**src/rtl/msp_ser_pkg.sv**
```systemverilog
`timescale 1ns / 1ps
// ---------------------------------------------------------------------------
// MSP v1 frame serializer package
// Shared widths, frame constants and the controller-to-datapath command.
// ---------------------------------------------------------------------------
package msp_ser_pkg;

   localparam int unsigned BYTE_W           = 8;
   localparam int unsigned VALUE_W          = 16;
   localparam int unsigned NUM_VALUE_FIELDS = 6;
   localparam int unsigned MAX_VALUES_DEF   = 6;

   // Value counter and value index widths cover the six value fields.
   localparam int unsigned CNT_W = $clog2(NUM_VALUE_FIELDS + 1);
   localparam int unsigned IDX_W = $clog2(NUM_VALUE_FIELDS);

   // Header is five bytes; the longest frame ends at position 5 + 2 * 6.
   localparam int unsigned HDR_LEN = 5;
   localparam int unsigned POS_W   = $clog2(HDR_LEN + 2 * NUM_VALUE_FIELDS + 1);

   localparam logic [BYTE_W-1:0] SYNC_ONE = 8'h24;
   localparam logic [BYTE_W-1:0] SYNC_TWO = 8'h4D;

   localparam logic [POS_W-1:0] POS_SYNC_ONE  = POS_W'(0);
   localparam logic [POS_W-1:0] POS_SYNC_TWO  = POS_W'(1);
   localparam logic [POS_W-1:0] POS_DIRECTION = POS_W'(2);
   localparam logic [POS_W-1:0] POS_SIZE      = POS_W'(3);
   localparam logic [POS_W-1:0] POS_TYPE      = POS_W'(4);
   localparam logic [POS_W-1:0] POS_PAYLOAD   = POS_W'(HDR_LEN);

   typedef struct packed {
      logic             load;
      logic             advance;
      logic [POS_W-1:0] pos;
      logic             at_last;
   } dp_cmd_type;

endpackage

```
**src/rtl/msp_ser_ifs.sv**
```systemverilog
`timescale 1ns / 1ps
// ---------------------------------------------------------------------------
// MSP v1 frame serializer channels
// Message request channel and frame byte response channel.
// ---------------------------------------------------------------------------
interface msp_ser_req_if;
   logic                                       valid;
   logic                                       ready;
   logic        [msp_ser_pkg::BYTE_W-1:0]      direction;
   logic        [msp_ser_pkg::BYTE_W-1:0]      payload_size;
   logic        [msp_ser_pkg::BYTE_W-1:0]      msg_type;
   logic signed [msp_ser_pkg::VALUE_W-1:0]     value_a;
   logic signed [msp_ser_pkg::VALUE_W-1:0]     value_b;
   logic signed [msp_ser_pkg::VALUE_W-1:0]     value_c;
   logic signed [msp_ser_pkg::VALUE_W-1:0]     value_d;
   logic signed [msp_ser_pkg::VALUE_W-1:0]     value_e;
   logic signed [msp_ser_pkg::VALUE_W-1:0]     value_f;

   modport source (output valid, direction, payload_size, msg_type,
                   value_a, value_b, value_c, value_d, value_e, value_f,
                   input ready);
   modport sink   (input valid, direction, payload_size, msg_type,
                   value_a, value_b, value_c, value_d, value_e, value_f,
                   output ready);
endinterface

interface msp_ser_rsp_if;
   logic                             valid;
   logic                             ready;
   logic [msp_ser_pkg::BYTE_W-1:0]   frame_byte;
   logic                             last_byte;

   modport source (output valid, frame_byte, last_byte, input ready);
   modport sink   (input valid, frame_byte, last_byte, output ready);
endinterface

```
**src/rtl/msp_ser_ctrl.sv**
```systemverilog
`timescale 1ns / 1ps
// ---------------------------------------------------------------------------
// MSP v1 frame serializer controller
// Accepts a message, counts the frame position and finds the final byte.
// ---------------------------------------------------------------------------
module msp_ser_ctrl #(
   parameter int unsigned MAX_VALUES = msp_ser_pkg::MAX_VALUES_DEF
) (
   input  logic                               clock,
   input  logic                               reset,
   input  logic                               req_valid,
   output logic                               req_ready,
   input  logic [msp_ser_pkg::BYTE_W-1:0]     req_payload_size,
   output logic                               rsp_valid,
   input  logic                               rsp_ready,
   output msp_ser_pkg::dp_cmd_type            cmd
);
   import msp_ser_pkg::*;

   localparam int unsigned CAP =
      (MAX_VALUES > NUM_VALUE_FIELDS) ? NUM_VALUE_FIELDS : MAX_VALUES;

   localparam logic [0:0] STATE_IDLE = 1'b0;
   localparam logic [0:0] STATE_SEND = 1'b1;

   logic [0:0]       state_ff, state_in;
   logic [POS_W-1:0] pos_ff, pos_in;
   logic [POS_W-1:0] last_pos_ff, last_pos_in;

   logic             req_xfer;
   logic             rsp_xfer;
   logic [6:0]       half_size;
   logic [CNT_W-1:0] num_values;
   logic             at_last;

   assign half_size  = req_payload_size[BYTE_W-1:1];
   assign num_values = (half_size > 7'(CAP)) ? CNT_W'(CAP) : half_size[CNT_W-1:0];

   assign req_ready = (state_ff == STATE_IDLE);
   assign rsp_valid = (state_ff == STATE_SEND);
   assign req_xfer  = req_valid && req_ready;
   assign rsp_xfer  = rsp_valid && rsp_ready;
   assign at_last   = (pos_ff == last_pos_ff);

   always_comb begin
      state_in    = state_ff;
      pos_in      = pos_ff;
      last_pos_in = last_pos_ff;
      unique case (state_ff)
         STATE_IDLE: begin
            if (req_xfer) begin
               state_in    = STATE_SEND;
               pos_in      = POS_SYNC_ONE;
               last_pos_in = POS_PAYLOAD + POS_W'({num_values, 1'b0});
            end
         end
         STATE_SEND: begin
            if (rsp_xfer) begin
               if (at_last) begin
                  state_in = STATE_IDLE;
               end else begin
                  pos_in = pos_ff + POS_W'(1);
               end
            end
         end
         default: begin
            state_in = STATE_IDLE;
         end
      endcase
   end

   always_ff @(posedge clock) begin
      if (reset) begin
         state_ff    <= STATE_IDLE;
         pos_ff      <= '0;
         last_pos_ff <= '0;
      end else begin
         state_ff    <= state_in;
         pos_ff      <= pos_in;
         last_pos_ff <= last_pos_in;
      end
   end

   assign cmd.load    = req_xfer;
   assign cmd.advance = rsp_xfer;
   assign cmd.pos     = pos_ff;
   assign cmd.at_last = at_last;

endmodule

```
**src/rtl/msp_ser_dp.sv**
```systemverilog
`timescale 1ns / 1ps
// ---------------------------------------------------------------------------
// MSP v1 frame serializer datapath
// Holds the message, selects the frame byte and accumulates the checksum.
// ---------------------------------------------------------------------------
module msp_ser_dp (
   input  logic                                  clock,
   input  logic                                  reset,
   input  msp_ser_pkg::dp_cmd_type               cmd,
   input  logic        [msp_ser_pkg::BYTE_W-1:0] req_direction,
   input  logic        [msp_ser_pkg::BYTE_W-1:0] req_payload_size,
   input  logic        [msp_ser_pkg::BYTE_W-1:0] req_msg_type,
   input  logic signed [msp_ser_pkg::VALUE_W-1:0] req_value_a,
   input  logic signed [msp_ser_pkg::VALUE_W-1:0] req_value_b,
   input  logic signed [msp_ser_pkg::VALUE_W-1:0] req_value_c,
   input  logic signed [msp_ser_pkg::VALUE_W-1:0] req_value_d,
   input  logic signed [msp_ser_pkg::VALUE_W-1:0] req_value_e,
   input  logic signed [msp_ser_pkg::VALUE_W-1:0] req_value_f,
   output logic        [msp_ser_pkg::BYTE_W-1:0] rsp_frame_byte,
   output logic                                  rsp_last_byte
);
   import msp_ser_pkg::*;

   logic [BYTE_W-1:0]  direction_ff;
   logic [BYTE_W-1:0]  size_ff;
   logic [BYTE_W-1:0]  type_ff;
   logic [VALUE_W-1:0] values_ff [NUM_VALUE_FIELDS];
   logic [BYTE_W-1:0]  checksum_ff, checksum_in;

   logic [POS_W-1:0]   payload_off;
   logic [IDX_W-1:0]   value_idx;
   logic [VALUE_W-1:0] value_sel;
   logic [BYTE_W-1:0]  payload_byte;
   logic               is_payload;

   assign payload_off  = cmd.pos - POS_PAYLOAD;
   assign value_idx    = payload_off[IDX_W:1];
   assign value_sel    = values_ff[value_idx];
   assign payload_byte = payload_off[0] ? value_sel[VALUE_W-1:BYTE_W]
                                        : value_sel[BYTE_W-1:0];
   assign is_payload   = (cmd.pos >= POS_PAYLOAD) && !cmd.at_last;

   always_comb begin
      unique case (cmd.pos)
         POS_SYNC_ONE:  rsp_frame_byte = SYNC_ONE;
         POS_SYNC_TWO:  rsp_frame_byte = SYNC_TWO;
         POS_DIRECTION: rsp_frame_byte = direction_ff;
         POS_SIZE:      rsp_frame_byte = size_ff;
         POS_TYPE:      rsp_frame_byte = type_ff;
         default:       rsp_frame_byte = cmd.at_last ? checksum_ff : payload_byte;
      endcase
   end

   assign rsp_last_byte = cmd.at_last;

   always_comb begin
      checksum_in = checksum_ff;
      if (cmd.load) begin
         checksum_in = req_payload_size ^ req_msg_type;
      end else if (cmd.advance && is_payload) begin
         checksum_in = checksum_ff ^ payload_byte;
      end
   end

   always_ff @(posedge clock) begin
      if (reset) begin
         checksum_ff <= '0;
      end else begin
         checksum_ff <= checksum_in;
      end
   end

   always_ff @(posedge clock) begin
      if (cmd.load) begin
         direction_ff <= req_direction;
         size_ff      <= req_payload_size;
         type_ff      <= req_msg_type;
         values_ff[0] <= req_value_a;
         values_ff[1] <= req_value_b;
         values_ff[2] <= req_value_c;
         values_ff[3] <= req_value_d;
         values_ff[4] <= req_value_e;
         values_ff[5] <= req_value_f;
      end
   end

endmodule

```
**src/rtl/msp_v1_frame_serializer_core.sv**
```systemverilog
`timescale 1ns / 1ps
// ---------------------------------------------------------------------------
// MSP v1 frame serializer core
// Turns one message into a framed MSP v1 byte stream with XOR checksum.
// ---------------------------------------------------------------------------
// One message is taken on the request channel while the block is idle, and
// its frame leaves on the response channel one byte per transfer: '$', 'M',
// direction, size, type, then min(size / 2, MAX_VALUES, 6) values low byte
// first, then the checksum byte flagged by last_byte. A frame is 6 to 18
// bytes; the position counter of the controller steps one byte per cycle
// while the sink is ready.
module msp_v1_frame_serializer_core #(
   parameter int unsigned MAX_VALUES = msp_ser_pkg::MAX_VALUES_DEF
) (
   input  logic           clock,
   input  logic           reset,
   msp_ser_req_if.sink    req_chan,
   msp_ser_rsp_if.source  rsp_chan
);
   import msp_ser_pkg::*;

   dp_cmd_type cmd;

   msp_ser_ctrl #(
      .MAX_VALUES (MAX_VALUES)
   ) u_ctrl (
      .clock            (clock),
      .reset            (reset),
      .req_valid        (req_chan.valid),
      .req_ready        (req_chan.ready),
      .req_payload_size (req_chan.payload_size),
      .rsp_valid        (rsp_chan.valid),
      .rsp_ready        (rsp_chan.ready),
      .cmd              (cmd)
   );

   msp_ser_dp u_dp (
      .clock            (clock),
      .reset            (reset),
      .cmd              (cmd),
      .req_direction    (req_chan.direction),
      .req_payload_size (req_chan.payload_size),
      .req_msg_type     (req_chan.msg_type),
      .req_value_a      (req_chan.value_a),
      .req_value_b      (req_chan.value_b),
      .req_value_c      (req_chan.value_c),
      .req_value_d      (req_chan.value_d),
      .req_value_e      (req_chan.value_e),
      .req_value_f      (req_chan.value_f),
      .rsp_frame_byte   (rsp_chan.frame_byte),
      .rsp_last_byte    (rsp_chan.last_byte)
   );

   // A taken message starts its frame on the next cycle.
   assert property (@(posedge clock) disable iff (reset)
      (req_chan.valid && req_chan.ready) |=> (rsp_chan.valid && cmd.pos == POS_SYNC_ONE))
      else $error("frame did not start after message transfer");

   // No new message is taken while a frame is being sent.
   assert property (@(posedge clock) disable iff (reset)
      rsp_chan.valid |-> !req_chan.ready)
      else $error("message taken during a frame");

   // The frame ends after the transfer of its last byte.
   assert property (@(posedge clock) disable iff (reset)
      (rsp_chan.valid && rsp_chan.ready && rsp_chan.last_byte) |=> !rsp_chan.valid)
      else $error("frame continued past its last byte");

   // The first byte of every frame is the start marker.
   assert property (@(posedge clock) disable iff (reset)
      (rsp_chan.valid && cmd.pos == POS_SYNC_ONE) |-> (rsp_chan.frame_byte == SYNC_ONE))
      else $error("frame does not open with the start marker");

endmodule
```
**src/flat_wrapper.sv**
```systemverilog
// flat-port wrapper written by rule: the top's interface ports become plain ports
module msp_v1_frame_serializer_core_flat import msp_ser_pkg::*;
#(
   parameter int unsigned MAX_VALUES = msp_ser_pkg::MAX_VALUES_DEF
)
  (clock, reset, req_chan_valid, req_chan_direction, req_chan_payload_size, req_chan_msg_type, req_chan_value_a, req_chan_value_b, req_chan_value_c, req_chan_value_d, req_chan_value_e, req_chan_value_f, req_chan_ready, rsp_chan_valid, rsp_chan_frame_byte, rsp_chan_last_byte, rsp_chan_ready);
  msp_ser_req_if req_chan_i ();
  msp_ser_rsp_if rsp_chan_i ();
  input  logic clock;
  input  logic reset;
  input wire logic [$bits(req_chan_i.valid)-1:0] req_chan_valid;
  input wire logic [$bits(req_chan_i.direction)-1:0] req_chan_direction;
  input wire logic [$bits(req_chan_i.payload_size)-1:0] req_chan_payload_size;
  input wire logic [$bits(req_chan_i.msg_type)-1:0] req_chan_msg_type;
  input wire logic [$bits(req_chan_i.value_a)-1:0] req_chan_value_a;
  input wire logic [$bits(req_chan_i.value_b)-1:0] req_chan_value_b;
  input wire logic [$bits(req_chan_i.value_c)-1:0] req_chan_value_c;
  input wire logic [$bits(req_chan_i.value_d)-1:0] req_chan_value_d;
  input wire logic [$bits(req_chan_i.value_e)-1:0] req_chan_value_e;
  input wire logic [$bits(req_chan_i.value_f)-1:0] req_chan_value_f;
  output wire logic [$bits(req_chan_i.ready)-1:0] req_chan_ready;
  output wire logic [$bits(rsp_chan_i.valid)-1:0] rsp_chan_valid;
  output wire logic [$bits(rsp_chan_i.frame_byte)-1:0] rsp_chan_frame_byte;
  output wire logic [$bits(rsp_chan_i.last_byte)-1:0] rsp_chan_last_byte;
  input wire logic [$bits(rsp_chan_i.ready)-1:0] rsp_chan_ready;
  assign req_chan_i.valid = req_chan_valid;
  assign req_chan_i.direction = req_chan_direction;
  assign req_chan_i.payload_size = req_chan_payload_size;
  assign req_chan_i.msg_type = req_chan_msg_type;
  assign req_chan_i.value_a = req_chan_value_a;
  assign req_chan_i.value_b = req_chan_value_b;
  assign req_chan_i.value_c = req_chan_value_c;
  assign req_chan_i.value_d = req_chan_value_d;
  assign req_chan_i.value_e = req_chan_value_e;
  assign req_chan_i.value_f = req_chan_value_f;
  assign req_chan_ready = req_chan_i.ready;
  assign rsp_chan_valid = rsp_chan_i.valid;
  assign rsp_chan_frame_byte = rsp_chan_i.frame_byte;
  assign rsp_chan_last_byte = rsp_chan_i.last_byte;
  assign rsp_chan_i.ready = rsp_chan_ready;
  msp_v1_frame_serializer_core #(.MAX_VALUES(MAX_VALUES)) u_core (.clock(clock), .reset(reset), .req_chan(req_chan_i), .rsp_chan(rsp_chan_i));
endmodule
```
**config.mk**
```make
export PLATFORM = sky130hd
export DESIGN_NAME = msp_v1_frame_serializer_core_flat
export DESIGN_NICKNAME = d
export VERILOG_FILES = /design/src/rtl/msp_ser_pkg.sv /design/src/rtl/msp_ser_ifs.sv /design/src/rtl/msp_ser_ctrl.sv /design/src/rtl/msp_ser_dp.sv /design/src/rtl/msp_v1_frame_serializer_core.sv /design/src/flat_wrapper.sv
export SDC_FILE = /design/constraint.sdc
export NUM_CORES = 1
export LEC_CHECK = 0
export BUFFER_PORTS_ARGS = -buffer_cell sky130_fd_sc_hd__buf_2
export CORE_MARGIN = 4
export CORE_UTILIZATION = 32
export DETAILED_ROUTE_END_ITERATION = 7
export MAX_ROUTING_LAYER = met4
export PLACE_DENSITY = 0.56
export RECOVER_POWER = 50
export SLEW_MARGIN = 5
export SYNTH_ARGS = -nofsm -noshare
export SYNTH_HDL_FRONTEND = slang
export SYNTH_SLANG_ARGS = --single-unit
```
**constraint.sdc**
```tcl
create_clock -name clock -period 5.4 [get_ports clock]
set_clock_uncertainty 0.2 [all_clocks]
set_input_delay 0.27 -clock clock [delete_from_list [all_inputs] [get_ports clock]]
set_output_delay 0.27 -clock clock [all_outputs]
set_load 0.01 [all_outputs]
```
==> qor.csv <==
stage;metric;value;unit
final_layout;count of nets after finishing;805;
floorplanning;Std-Cell Rows;50;
outcome;run status;completed;
setup_path;crit path launch type;register;
sta;min cycle time layout;4670;ps
worst_hold_path;hold path cells;2;
grt;vias in the first global route;4601;
sta;minimum hold slack;146;ps
final_layout;final core occ;0.472;
logic_synthesis;Synth area leader;edfxtp_1;
setup_path;critical path type;reg2out;
logic_synthesis;top-count cell post-synth;edfxtp_1;
floorplanning;die width;147;um
setup_path;ordered cell list for the critical path;inv_1 > ha_1 > xor2_4 > mux4_1 > a221o_1 > o21a_1 > a221o_1 > buf_2;
grt;GR Overflow Total;0;
setup_path;CP required;4930;ps
grt;first-pass GRT wire length;25.2;mm
setup_path;Critical Path Sink Type;primary output;
drt;final wirelength;16.3;mm
logic_synthesis;sequential element share of the synthesized area;0.645;
sta;Max Clk Rate;214;MHz
sta;endpoints failing setup;0;
logic_synthesis;mux share of post-synthesis cell area;0.106;
clock_tree;clk_lat worst skew;420;ps
setup_path;Slowest-stage cell, CP;dfxtp_1;
drt;met2 wire len;7.57;mm
setup_path;Critical Path Most Common Cell;a221o_1;
drt;iteration count of the initial detailed-routing pass;5;
setup_path;Arr. time, crit path;4200;ps
logic_synthesis;FF+latch count, synth;139;
drt;DRC Markers;0;
logic_synthesis;Post-synth ARST share;0;
grt;GR Util All Layers;0.156;
logic_synthesis;xor-xnor portion of the synthesized cell area;0.0300;
job;max-cap violations;0;
setup_path;CP top delay family;compound AO/OA/AOI/OAI gates;
drt;WL/cell;17.2;um
clock_tree;CTS Buf Count;17;
sta;Pins Over Slew Limit;0;
logic_synthesis;post-synth cell types;49;
logic_synthesis;most frequently used flop master after synthesis;edfxtp_1;
logic_synthesis;top-area cell type share of the netlist area;0.583;
final_layout;Syn-to-layout area delta;43.7;%
drt;routed wl met3;817;um
power;Static Leak;3.26;nW
floorplanning;die area;21600;um2
logic_synthesis;largest family of logic cells by synthesized area;compound AO/OA/AOI/OAI gates;
clock_tree;htree depth;4;
setup_path;crit path buf inv count;2;
drt;Met1 Wirelength;7.65;mm
floorplanning;Starting Density;0.328;
setup_path;slowest stage delay, CP;770;ps
logic_synthesis;Synth Area in Adders;0.0121;
place;I/O Buffers;134;
logic_synthesis;post-synthesis compound-gate area fraction;0.113;
place;dpl hpwl;11.2;mm
final_layout;fraction of layout cells with a size suffix above 1;0.239;
setup_path;R2R cell count;7;
logic_synthesis;Area contributors post-synth;edfxtp_1 (58%), dfxtp_1 (6.2%), mux2_2 (4.0%);
power;VDD IR max;0.208;mV
final_layout;Layout Cells excl Fill;947;
final_layout;number of diodes;0;
drt;highest routed layer;met4;
logic_synthesis;number of warnings issued by yosys;0;
logic_synthesis;syn nets;550;
sta;Fin. Hold Viols;0;
logic_synthesis;top cells by count, synth;edfxtp_1 (120), nand2_1 (30), mux2_2 (22);
clock_tree;clk slew on worst S/H paths;60;ps
logic_synthesis;number of synthesized flops with an enable pin;120;
floorplanning;I/O pin count;135;
logic_synthesis;Mapped Area;6180;um2
drt;initial DRC count;283;
power;Power Dens Cells;318;nW/um2
drt;DR vias;4524;
sta;RSZ-0062 raised after global routing;false;
floorplanning;core area;18800;um2
logic_synthesis;Avg Synthesized Cell Area;14.7;um2
place;Placed Cells;795;
grt;antenna violations before repair;0;
logic_synthesis;Post-Synth Simple-Gate Area;0.0658;
clock_tree;Clock Path Buffers;2;
clock_tree;CTS sink count;139;
place;final RePlAce weighted congestion;0.819;
sta;fin crit share;0.866;
worst_hold_path;HP Class;in2reg;
logic_synthesis;Synth Instances;420;
grt;largest net degree at the start of global routing;80;
floorplanning;Die Ht;147;um
sta;setup TNS;0;ps
sta;Worst slew margin;0.239;
setup_path;CP max FO;19;
clock_tree;CTS tree;done;
clock_tree;CTS Root Cell;clkbuf_16;
sta;transition time of the tightest slew-check pin;1130;ps
drt;Via density;4.78;
setup_path;Stages on worst setup path;8;
drt;antenna-violating nets left;0;
[cell families (layout without fill, tap and decap cells)]
| kind of cell | after synthesis | count (layout) |
|---|---|---|
| flops | 139 | 139 |
| fa+ha+maj | 6 | 6 |
| buf+inv | 40 | 307 |
| compound gates | 90 | 90 |
| xor+xnor | 19 | 19 |
| simple gates | 84 | 84 |
| mux | 42 | 42 |
[layout by cell type, fill, tap and decap left out, types with 6 or more instances in the layout]
| cell type | count |
|---|---|
| clkbuf_16 | 17 |
| xor2_1 | 6 |
| xnor2_1 | 12 |
| dfxtp_1 | 19 |
| a21oi_1 | 9 |
| mux2_2 | 22 |
| a22oi_1 | 6 |
| dlygate4sd3_1 | 121 |
| buf_4 | 6 |
| buf_2 | 91 |
| clkbuf_1 | 41 |
| o211ai_1 | 7 |
| edfxtp_1 | 120 |
| or3_1 | 6 |
| inv_1 | 14 |
| nand3_1 | 6 |
| nor3_1 | 14 |
| mux2i_1 | 6 |
| o32a_1 | 7 |
| nand2_1 | 30 |
| ha_1 | 6 |
| mux4_1 | 9 |
| a221o_1 | 8 |
| a221oi_1 | 8 |
| o21ai_0 | 6 |
| nor2_1 | 11 |
| o21a_1 | 15 |
[worst paths after layout]
| path | slack [ps] | startpoint | endpoint |
|---|---|---|---|
| worst max register to register | 1560 | u_core.u_ctrl.pos_ff[0] | u_core.u_dp.checksum_ff[6] |
| worst max-delay path | 730 | u_core.u_ctrl.pos_ff[0] | rsp_chan_frame_byte[7] |
| worst min register to register | 280 | u_core.u_ctrl.last_pos_ff[3] | u_core.u_ctrl.last_pos_ff[3] |
| worst min-delay path | 150 | reset | u_core.u_ctrl.last_pos_ff[0] |
[timing repair]
item,CTS,global route
buffers inserted,0,0
hold buffers,121,0
endpoints found under the hold margin,122,0
resized for setup,0,0
[registers in the layout, summed over array words and instances (netlist names)]
register	cells
u_core.u_ctrl.last_pos_ff	5
u_core.u_dp.values_ff	96
u_core.u_ctrl.rsp_valid	1
u_core.u_dp.type_ff	8
u_core.u_dp.size_ff	8
u_core.u_ctrl.pos_ff	5
u_core.u_dp.direction_ff	8
u_core.u_dp.checksum_ff	8
[per-layer routing]
| metal | up-vias | global-route usage |
|---|---|---|
| met4 | 0 | 0.0457 |
| met5 | - | - |
| met1 | 2173 | 0.210 |
| met3 | 19 | 0.0336 |
| met2 | 152 | 0.239 |
| li1 | 2180 | - |
[power breakdown]
| group | switching (mW) | internal (mW) |
|---|---|---|
| clock network | 0.452 | 0.773 |
| registers | 0.0293 | 1.25 |
| logic | 0.149 | 0.167 |
| total | 0.631 | 2.19 |
[per-stage QoR]
step                instance area (um2)  total power [mW]  setup WS, ps
floorplan                          6180              1.46           402
global placement                   7110              1.55          1260
detailed placement                 7110              1.56          1110
CTS                                8940              2.85           649
global route                       8880              2.93           412
finish                             8880              2.82           725
[area by class of cell]
| type | instances | area, um2 |
|---|---|---|
| multi-input combinational | 241 | 2020 |
| tap | 260 | 325 |
| clock buffer | 17 | 425 |
| clock inverter | 14 | 193 |
| timing repair buffer | 261 | 1880 |
| sequential | 139 | 3980 |
| inverter | 15 | 58.8 |
| fill | 1688 | 9950 |
Note: power is estimated with default switching activity, not from simulation.
